==> config.mk <==
export PLATFORM = sky130hd
export DESIGN_NAME = integer_radix_digit_converter_flat
export DESIGN_NICKNAME = d
export VERILOG_FILES = /design/src/irdc_pkg.sv /design/src/irdc_ifs.sv /design/src/irdc_ctrl.sv /design/src/irdc_dp.sv /design/src/integer_radix_digit_converter.sv /design/src/flat_wrapper.sv
export SDC_FILE = /design/constraint.sdc
export NUM_CORES = 1
export LEC_CHECK = 0
export BUFFER_PORTS_ARGS = -buffer_cell sky130_fd_sc_hd__buf_2
export CORE_ASPECT_RATIO = 0.5
export CORE_MARGIN = 4
export CORE_UTILIZATION = 67
export CTS_CLUSTER_DIAMETER = 80
export CTS_CLUSTER_SIZE = 10
export DETAILED_ROUTE_END_ITERATION = 7
export GPL_ROUTABILITY_DRIVEN = 0
export PLACE_DENSITY = 0.83
export SLEW_MARGIN = 20
export SYNTH_ARGS = -nofsm -noshare
export SYNTH_HDL_FRONTEND = slang
export SYNTH_SLANG_ARGS = --single-unit
==> constraint.sdc <==
create_clock -name clk -period 7.7 [get_ports clk]
set_clock_uncertainty 0.15 [all_clocks]
set_input_delay 0.77 -clock clk [delete_from_list [all_inputs] [get_ports clk]]
set_output_delay 0.77 -clock clk [all_outputs]
set_load 0.1 [all_outputs]
==> src/irdc_pkg.sv <==
package irdc_pkg;

  localparam int RESULT_CAP = 31;

  localparam logic [6:0] ASCII_DIGIT_BASE  = 7'd48;
  localparam logic [6:0] ASCII_LETTER_BASE = 7'd55;
  localparam logic [3:0] DEC_RADIX         = 4'd10;

  typedef enum logic [1:0] {
    FUNC_BIN = 2'd0,
    FUNC_OCT = 2'd1,
    FUNC_HEX = 2'd2,
    FUNC_DEC = 2'd3
  } func_t;

  typedef enum logic [5:0] {
    ST_IDLE   = 6'b000001,
    ST_DABBLE = 6'b000010,
    ST_SPLIT  = 6'b000100,
    ST_PREP   = 6'b001000,
    ST_SHOW   = 6'b010000,
    ST_EMPTY  = 6'b100000
  } state_t;

  typedef struct packed {
    logic load;     // capture a new item
    logic dabble;   // one double-dabble step
    logic split;    // peel one digit into the store
    logic prep;     // point the read port at the top digit
    logic advance;  // result transfer, step to next digit
    logic empty;    // present the empty result
  } cmd_t;

  typedef struct packed {
    logic in_positive;
    logic in_decimal;
    logic dabble_done;
    logic split_done;
    logic at_last;
  } status_t;

  function automatic logic [6:0] ascii_of(input logic [3:0] d);
    if (d < DEC_RADIX) begin
      return ASCII_DIGIT_BASE + 7'(d);
    end
    return ASCII_LETTER_BASE + 7'(d);
  endfunction

endpackage

==> src/irdc_ifs.sv <==
interface irdc_in_if;
  logic               valid;
  logic               ready;
  logic [1:0]         func;
  logic signed [31:0] value;

  modport source (output valid, output func, output value, input ready);
  modport sink   (input valid, input func, input value, output ready);
endinterface

interface irdc_out_if;
  logic       valid;
  logic       ready;
  logic [3:0] digit_value;
  logic [6:0] char_code;
  logic       is_empty;
  logic       last;

  modport source (output valid, output digit_value, output char_code, output is_empty,
                  output last, input ready);
  modport sink   (input valid, input digit_value, input char_code, input is_empty,
                  input last, output ready);
endinterface

==> src/irdc_ctrl.sv <==
module irdc_ctrl
  import irdc_pkg::*;
(
  input  logic    clk,
  input  logic    rst,
  input  logic    in_valid,
  output logic    in_ready,
  output logic    out_valid,
  input  logic    out_ready,
  input  status_t status,
  output cmd_t    cmd
);

  state_t state, state_next;

  always_ff @(posedge clk) begin
    if (rst) begin
      state <= ST_IDLE;
    end else begin
      state <= state_next;
    end
  end

  always_comb begin
    state_next = state;
    cmd        = '0;
    in_ready   = 1'b0;
    out_valid  = 1'b0;
    case (state)
      ST_IDLE: begin
        in_ready = 1'b1;
        if (in_valid) begin
          cmd.load = 1'b1;
          if (!status.in_positive) begin
            state_next = ST_EMPTY;
          end else if (status.in_decimal) begin
            state_next = ST_DABBLE;
          end else begin
            state_next = ST_SPLIT;
          end
        end
      end
      ST_DABBLE: begin
        cmd.dabble = 1'b1;
        if (status.dabble_done) begin
          state_next = ST_SPLIT;
        end
      end
      ST_SPLIT: begin
        cmd.split = 1'b1;
        if (status.split_done) begin
          state_next = ST_PREP;
        end
      end
      ST_PREP: begin
        cmd.prep   = 1'b1;
        state_next = ST_SHOW;
      end
      ST_SHOW: begin
        out_valid = 1'b1;
        if (out_ready) begin
          cmd.advance = 1'b1;
          if (status.at_last) begin
            state_next = ST_IDLE;
          end
        end
      end
      ST_EMPTY: begin
        out_valid = 1'b1;
        cmd.empty = 1'b1;
        if (out_ready) begin
          state_next = ST_IDLE;
        end
      end
      default: begin
        state_next = ST_IDLE;
      end
    endcase
  end

endmodule

==> src/irdc_dp.sv <==
module irdc_dp
  import irdc_pkg::*;
#(
  parameter int MAX_DIGITS = 32,
  parameter int VALUE_BITS = 31
) (
  input  logic               clk,
  input  logic [1:0]         func,
  input  logic signed [31:0] value,
  input  cmd_t               cmd,
  output status_t            status,
  output logic [3:0]         digit_value,
  output logic [6:0]         char_code,
  output logic               is_empty,
  output logic               last
);

  localparam int LIMIT      = (MAX_DIGITS < RESULT_CAP) ? MAX_DIGITS : RESULT_CAP;
  localparam int LOAD_BITS  = (VALUE_BITS < 31) ? VALUE_BITS : 31;
  // decimal digits needed for LOAD_BITS bits (log10(2) ~ 0.30103)
  localparam int DEC_DIGITS = (LOAD_BITS * 30103) / 100000 + 1;
  localparam int SPAN       = (LOAD_BITS > 4 * DEC_DIGITS) ? LOAD_BITS : 4 * DEC_DIGITS;
  localparam int NIB        = (SPAN + 3) / 4;
  localparam int W          = 4 * NIB;
  localparam int CNT_W      = $clog2(LIMIT + 1);
  localparam int IDX_W      = $clog2(LIMIT);
  localparam int STEP_W     = $clog2(LOAD_BITS);

  logic [1:0]           func_q;
  logic [LOAD_BITS-1:0] bin;
  logic [W-1:0]         work;
  logic [STEP_W-1:0]    step;
  logic [CNT_W-1:0]     count;
  logic [IDX_W-1:0]     idx, idx_next;
  logic [3:0]           rd_data;
  logic [3:0]           store [LIMIT];

  logic [LOAD_BITS-1:0] loaded;
  logic [W-1:0]         adj;
  logic [W-1:0]         work_sh;
  logic [3:0]           digit;
  logic [CNT_W-1:0]     cnt_m1;

  assign loaded = value[LOAD_BITS-1:0];

  assign status.in_positive = !value[31] && (loaded != '0);
  assign status.in_decimal  = (func == FUNC_DEC);
  assign status.dabble_done = (step == STEP_W'(LOAD_BITS - 1));
  assign status.split_done  = (work_sh == '0) || (count == CNT_W'(LIMIT - 1));
  assign status.at_last     = (idx == '0);

  // add-3 correction on every BCD nibble
  always_comb begin
    for (int n = 0; n < NIB; n++) begin
      adj[4*n +: 4] = (work[4*n +: 4] >= 4'd5) ? work[4*n +: 4] + 4'd3 : work[4*n +: 4];
    end
  end

  // BCD nibbles split exactly like hex digits
  always_comb begin
    case (func_q)
      FUNC_BIN: begin
        work_sh = work >> 1;
        digit   = {3'b000, work[0]};
      end
      FUNC_OCT: begin
        work_sh = work >> 3;
        digit   = {1'b0, work[2:0]};
      end
      default: begin
        work_sh = work >> 4;
        digit   = work[3:0];
      end
    endcase
  end

  assign cnt_m1 = count - CNT_W'(1);

  always_comb begin
    idx_next = idx;
    if (cmd.prep) begin
      idx_next = cnt_m1[IDX_W-1:0];
    end else if (cmd.advance) begin
      idx_next = idx - IDX_W'(1);
    end
  end

  always_ff @(posedge clk) begin
    if (cmd.load) begin
      func_q <= func;
      step   <= '0;
      count  <= '0;
      bin    <= loaded;
      work   <= (func == FUNC_DEC) ? '0 : W'(loaded);
    end else if (cmd.dabble) begin
      work <= {adj[W-2:0], bin[LOAD_BITS-1]};
      bin  <= {bin[LOAD_BITS-2:0], 1'b0};
      step <= step + STEP_W'(1);
    end else if (cmd.split) begin
      work  <= work_sh;
      count <= count + CNT_W'(1);
    end
    idx     <= idx_next;
    rd_data <= store[idx_next];
  end

  always_ff @(posedge clk) begin
    if (cmd.split) begin
      store[count[IDX_W-1:0]] <= digit;
    end
  end

  assign is_empty    = cmd.empty;
  assign last        = cmd.empty || status.at_last;
  assign digit_value = cmd.empty ? 4'd0 : rd_data;
  assign char_code   = cmd.empty ? 7'd0 : ascii_of(rd_data);

endmodule

==> src/integer_radix_digit_converter.sv <==
// Integer to radix digit converter.
// Input channel (item): func selects the base (binary, octal, hex, decimal
// BCD) and value is a signed 32-bit integer. Output channel (result): one
// transfer per digit, most significant first, with the digit value, its
// ASCII character and last on the final digit. A value of zero or below
// gives a single result with is_empty and last set.
// Timing: item accepted only when the block is idle. Binary, octal and hex
// peel the digits one by one into a small store; decimal first runs one
// double-dabble step per value bit (VALUE_BITS, capped at 31), then peels
// the BCD digits. A setup step follows, then digits stream at one per
// cycle while the receiver holds ready high. An empty result appears the
// cycle after the transfer in.
// Reset (synchronous, rst high) returns the controller to idle; any item
// in flight is dropped. When the receiver stalls, the current result holds
// and digit output resumes when ready returns.
module integer_radix_digit_converter
  import irdc_pkg::*;
#(
  parameter int MAX_DIGITS = 32,
  parameter int VALUE_BITS = 31
) (
  input logic        clk,
  input logic        rst,
  irdc_in_if.sink    item,
  irdc_out_if.source result
);

  cmd_t    cmd;
  status_t status;

  irdc_ctrl u_ctrl (
    .clk       (clk),
    .rst       (rst),
    .in_valid  (item.valid),
    .in_ready  (item.ready),
    .out_valid (result.valid),
    .out_ready (result.ready),
    .status    (status),
    .cmd       (cmd)
  );

  irdc_dp #(
    .MAX_DIGITS (MAX_DIGITS),
    .VALUE_BITS (VALUE_BITS)
  ) u_dp (
    .clk         (clk),
    .func        (item.func),
    .value       (item.value),
    .cmd         (cmd),
    .status      (status),
    .digit_value (result.digit_value),
    .char_code   (result.char_code),
    .is_empty    (result.is_empty),
    .last        (result.last)
  );

endmodule

==> src/flat_wrapper.sv <==
// flat-port wrapper written by rule: the top's interface ports become plain ports
module integer_radix_digit_converter_flat import irdc_pkg::*;
#(
  parameter int MAX_DIGITS = 32,
  parameter int VALUE_BITS = 31
)
  (clk, rst, item_valid, item_func, item_value, item_ready, result_valid, result_digit_value, result_char_code, result_is_empty, result_last, result_ready);
  irdc_in_if item_i ();
  irdc_out_if result_i ();
  input logic clk;
  input logic rst;
  input wire logic [$bits(item_i.valid)-1:0] item_valid;
  input wire logic [$bits(item_i.func)-1:0] item_func;
  input wire logic [$bits(item_i.value)-1:0] item_value;
  output wire logic [$bits(item_i.ready)-1:0] item_ready;
  output wire logic [$bits(result_i.valid)-1:0] result_valid;
  output wire logic [$bits(result_i.digit_value)-1:0] result_digit_value;
  output wire logic [$bits(result_i.char_code)-1:0] result_char_code;
  output wire logic [$bits(result_i.is_empty)-1:0] result_is_empty;
  output wire logic [$bits(result_i.last)-1:0] result_last;
  input wire logic [$bits(result_i.ready)-1:0] result_ready;
  assign item_i.valid = item_valid;
  assign item_i.func = item_func;
  assign item_i.value = item_value;
  assign item_ready = item_i.ready;
  assign result_valid = result_i.valid;
  assign result_digit_value = result_i.digit_value;
  assign result_char_code = result_i.char_code;
  assign result_is_empty = result_i.is_empty;
  assign result_last = result_i.last;
  assign result_i.ready = result_ready;
  integer_radix_digit_converter #(.MAX_DIGITS(MAX_DIGITS), .VALUE_BITS(VALUE_BITS)) u_core (.clk(clk), .rst(rst), .item(item_i), .result(result_i));
endmodule
* Word level (Yosys, flattened, before mapping)
Memories as Yosys holds them, arrays and structs flattened. A register that Yosys moved wholly into a read port is not among the register bits.
Cells that the tools add are included.
** Storage, ports and cells
- Bits in registers :: 94
- RAM bits :: 124
- Output and inout bits :: 15
- Memories kept :: 1
** Memories
- u_core.u_dp.store :: words 31, bits a word 4, rd ports 1, clocked after memory_dff 1, wr ports 1, line irdc_dp.sv:36 : logic [3:0] store [LIMIT];
** Cells by class
- Add/subtract/negate cells :: 16
- Magnitude comparators :: 11
- Equal/unequal tests :: 16
- Muxes and demuxes :: 46
- Bitwise gates (word level) :: 1
- Reduce and logical (&&, ||, !) cells :: 13
** Operators with widths (count)
- two-way mux 40 bit :: 3
- two-way mux 31 bit :: 3
- case mux 39 bit (2 select lines) :: 1
- two-way mux 6 bit :: 7
- greater-or-equal comparator 4 x 3 -> 1 bit, second input constant :: 10
- zero test 40 bit :: 1
- two-way mux 4 bit :: 10
- adder 4 x 2 -> 4 bit, second input constant :: 9
- case mux 6 bit (6 select lines) :: 1
- nonzero test 31 bit :: 1
- two-way mux 7 bit :: 3
- adder 6 x 4 -> 7 bit, first input constant :: 2
- two-way mux 1 bit :: 13
- adder 5 x 1 -> 5 bit, second input constant :: 2
- == test 5 bit, second input constant :: 2
- two-way mux 5 bit :: 2
- subtractor 5 x 1 -> 5 bit, second input constant :: 2
- != test 2 bit, second input constant :: 4
- case mux 4 bit (2 select lines) :: 1
- == test 6 x 1 -> 1 bit, second input constant :: 1
- == test 6 x 2 -> 1 bit, second input constant :: 1
- == test 6 x 3 -> 1 bit, second input constant :: 1
- == test 6 x 4 -> 1 bit, second input constant :: 1
- == test 6 x 5 -> 1 bit, second input constant :: 1
- other kinds (18) :: 21

* Logic depth before layout (Yosys ltp)
- Word-level depth :: 6
- Gate-level depth with buffers :: 12
- Gate-level depth less buffers :: 10

* Hierarchy
Synthesis repeated with hierarchy kept, for this count alone.
** Unflattened totals
- Cell total of the unflattened synthesis :: 1193
- Area, all modules :: 12504.5 sq um
** Modules (own cells, without submodules)
- irdc_dp :: instances 1, cells an instance 1142, area each 12065.3 sq um, seq. area each 6296.0 sq um
- irdc_ctrl :: instances 1, cells an instance 51, area each 439.2 sq um, seq. area each 120.1 sq um

* Worst setup path after synthesis
No wires, ideal clock.
- Path kind :: reg-to-output
- From :: register u_core.u_ctrl.state[1]
- To :: output result_char_code[3]
- Data arrival time :: 4798 ps
- Required time :: 6780 ps
- Path slack :: 1982 ps
- Cell stages (with the launch flop) :: 5
- Cell sequence :: dfxtp_1 -> nor4_1 -> nand3b_1 -> clkinv_1 -> nor4b_1
** Between the ends
- Cells in the longest elaborated chain, start to end :: 3
** Ends and longest elaborated chain
- start: declaration :: line irdc_ctrl.sv:14 : state_t state, state_next;
- start signal: assignment :: line irdc_ctrl.sv:20 : state <= state_next;
- == test 6 bit :: line irdc_ctrl.sv:29 : case (state)
- two-way mux 1 bit :: line irdc_ctrl.sv:29
- via result_is_empty :: line flat_wrapper.sv:19 : output wire logic [$bits(result_i.is_empty)-1:0] result_is_empty;
- two-way mux 7 bit :: line irdc_dp.sv:116 : assign char_code = cmd.empty ? 7'd0 : ascii_of(rd_data);
- end: declaration :: line flat_wrapper.sv:18 : output wire logic [$bits(result_i.char_code)-1:0] result_char_code;
The timed path passes the listed nets, and every way through them passes these cells.

* Worst setup path in the final report
- From :: register u_core.u_ctrl.state[0]
- To :: register u_core.u_dp.rd_data[1] (read register of u_core.u_dp.store)
** Between the ends
- Cells in the longest elaborated chain, start to end :: 4
- Elaborated cells between the ends (all ways) :: 6
- Classes of those cells :: eq/ne: 2; mux: 4
** Ends and longest elaborated chain
- == test 6 x 5 -> 1 bit :: line irdc_ctrl.sv:29
- two-way mux 1 bit :: line irdc_ctrl.sv:29
- two-way mux 5 bit :: line irdc_dp.sv:83 : end else if (cmd.advance) begin
- two-way mux 5 bit (*) :: line irdc_dp.sv:81 : if (cmd.prep) begin
- end: declaration :: line irdc_dp.sv:35 : logic [3:0] rd_data;
Mark *: on every way between the ends. The rest lies on a longest branch, timed or not.
A chain may end at the register's enable or synchronous reset.

==> key figures <==
Global routing
  • Vias in the first global route: 8720
  • Largest net degree at the start of global routing: 75
  • Total track usage: 0.287
  • Initial antenna violation count: 0
  • First-pass GRT wire length: 44600 um
  • Global route overflow: 0

Detailed routing
  • Post-DRT Antenna Nets: 0
  • Post-Route WL: 27300 um
  • Drc violations: 0
  • Vias: 8957
  • Drt pass-1 iters: 6
  • WL per Instance: 19.6 um
  • First DRT Iteration DRCs: 1126
  • Vias per cell: 6.42

Pwr
  • Pwr dens: 297 nW/um^2
  • Final Power: 3.74 mW
  • Max rail drop VDD: 323 uV
  • Leak: 4.65 nW

Worst setup path
  • Critical path peak fanout: 61
  • CP endpoint kind: flip-flop
  • WP buf/inv: 2
  • Crit path largest cell delay: 0.67 ns
  • Type of origin of the critical path: flip-flop
  • Top delay family on crit path: simple AND/OR/NAND/NOR gates
  • Required time of the worst setup path: 7.94 ns
  • Worst path cell trace: or4_1 -> o21ai_0 -> a31o_2 -> buf_4 -> clkinv_4 -> nand2_1 -> a311oi_1 -> nor4_1 -> nor4_1
  • Critical Path AT: 3.93 ns
  • CP most frequent cell: nor4_1
  • Slowest stage cell, crit path: or4_1
  • Kind of critical path: flip-flop to flip-flop

STA
  • Relative slew slack: 0.348
  • Final setup vio count: 0
  • Peak Freq: 271 MHz
  • Slew @ Worst Pin: 0.950 ns
  • Period utilization: 0.479
  • Final Hold Fails: 0
  • Fin crit period: 3.69 ns
  • RSZ-0062 raised after global routing: no
  • Final Max Tran Viols: 0
  • TNS Setup: 0 ns

Yosys
  • Yosys warns: 0
  • Sequential fraction of the synthesis area: 0.561
  • Top-count cell post-synth: nand2_1
  • Area leader, netlist: edfxtp_1
  • Synth async-reset ratio: 0
  • Top post-synthesis cells by count: nand2_1, edfxtp_1, nor2_1
  • Synth cell types: 60
  • EDFF count, synth: 197
  • Post-Syn Area: 11400 sq um
  • Flops & latches, synth: 222
  • Mapped Cells: 1113
  • Top post-synthesis cells by area: edfxtp_1, nand2_1, mux2i_1
  • Post-synth top area share: 0.518
  • Mapped Nets: 1181
  • Top FF cell, synth: edfxtp_1
  • Syn Area/Cell: 10.3 sq um

Floorplan
  • Initial Util: 0.690
  • DIE HEIGHT: 100 um
  • Core area: 16600 sq um
  • Placement Rows: 33
  • Die ar.: 19300 sq um
  • Chip width: 193 um
  • I/O pin total: 53

Final layout
  • Diodes inserted: 0
  • Synthesis-to-finish area growth: 10.1%
  • Final #Nets: 1217
  • Layout cells sized above 1: 0.0932

Clocking
  • Root Buffer: clkbuf_16
  • Clock Latency Late Sink: 0.52 ns
  • Clock slew at reported path FFs: 0.06 ns
  • Cts bufs inserted: 26
  • H-tree Lvls: 1
  • Post-CTS Resized: 0
  • Setup Fix Bufs, Post-CTS: 0
  • CTS tree: done
  • Hold-fix buffers, CTS: 0
  • CTS Sinks: 222
  • Longest Clk Path Bufs: 3

Status
  • Outcome: finished clean

Placed design
  • # port buffers: 52
  • Post-DP HPWL: 17300 um

Flow run
  • Max Cap Viol: 0

Worst hold path
  • Hold/Removal Path Class: input pin to flip-flop
==> cell usage in the layout (no fill, tap or decap), types with 3 or more instances in the layout <==
cell type and count:
a21oi_1 53, a22oi_1 14, o21ai_0 70, nor3_1 9
edfxtp_1 197, nor2_1 82, buf_4 10, o211ai_1 4
or3_1 6, o22ai_1 3, a221o_1 11, nand2_1 254
nand4_1 15, xor2_1 9, inv_1 32, a311oi_1 3
dfxtp_1 25, or4_1 4, nand3b_1 9, mux2i_1 59
clkbuf_1 20, nor3b_1 18, o41ai_1 3, nand3_1 44
and2_1 3, a32oi_1 11, a31oi_1 8, xnor2_1 13
buf_2 52, clkbuf_16 26, nor4_1 20, nand2b_1 13
ha_1 30
==> cell type report <==
| type | count | area, sq um |
|---|---|---|
| tap | 227 | 284 |
| multi-input combinational | 799 | 4630 |
| clock inverter | 2 | 25.0 |
| sequential | 222 | 6420 |
| clock buffer | 46 | 726 |
| inverter | 37 | 149 |
| fill | 1088 | 3970 |
| timing repair buffer | 63 | 363 |
==> sequential cells by signal (all words and copies together) (netlist names) <==
signal / count
u_core.u_dp.work: 40
u_core.u_ctrl.state: 6
u_core.u_dp.count: 5
u_core.u_dp.idx: 5
u_core.u_dp.bin: 31
u_core.u_dp.func_q: 2
u_core.u_dp.store: 124
u_core.u_dp.step: 5
u_core.u_dp.rd_data: 4
==> per-layer routing <==
layer	vias to the layer above	part of all wire	GRT usage
met2	563	0.47	0.467
met4	0	0.026	0.0865
met5	-	0	0
li1	4116	-	-
met1	4194	0.40	0.397
met3	84	0.11	0.0552
==> path summary, 6_finish.rpt <==
path | slack (ns) | end | start | depth (start not counted)
setup / recovery | 4.01 | u_core.u_dp.rd_data[1] | u_core.u_ctrl.state[0] | 9
hold / removal | 0.33 | u_core.u_ctrl.state[2] | rst | 2
setup reg to reg | 4.01 | u_core.u_dp.rd_data[1] | u_core.u_ctrl.state[0] | 9
hold reg to reg | 0.37 | u_core.u_dp.work[0] | u_core.u_dp.bin[30] | 2
==> power by group <==
group | switching [mW] | internal (mW)
Combinational | 0.740 | 0.301
Clock | 0.459 | 0.635
Sequential | 0.114 | 1.49
Total | 1.31 | 2.43
==> cells by family after synthesis <==
| family | count (synthesis) | share of synthesized area |
|---|---|---|
| fa+ha+maj | 30 | 0.0328 |
| compound gates | 197 | 0.108 |
| simple gates | 491 | 0.194 |
| flops | 222 | 0.561 |
| xor+xnor | 22 | 0.0169 |
| buf+inv | 92 | 0.0354 |
| mux | 59 | 0.0517 |
==> worst register-to-register path, cell delays in order (launching register included) <==
cell	delay, ns
dfxtp_1	0.35
or4_1	0.67
o21ai_0	0.23
a31o_2	0.18
buf_4	0.58
clkinv_4	0.49
nand2_1	0.19
a311oi_1	0.11
nor4_1	0.49
nor4_1	0.12
==> metrics by stage <==
stage	setup slack [ns]	util	cells	hold slack, ns	cell area [sq um]
final	4.01	0.760	1396	0.330	12600
after global routing	3.80	0.760	1396	0.325	12600
after CTS	4.04	0.759	1395	0.320	12600
after detailed placement	4.07	0.713	1347	0.352	11800
after global placement	4.20	0.713	1347	0.345	11800
after floorplan	1.98	-	1113	0.329	11400
No activity file was read; power rests on OpenSTA's default activity.
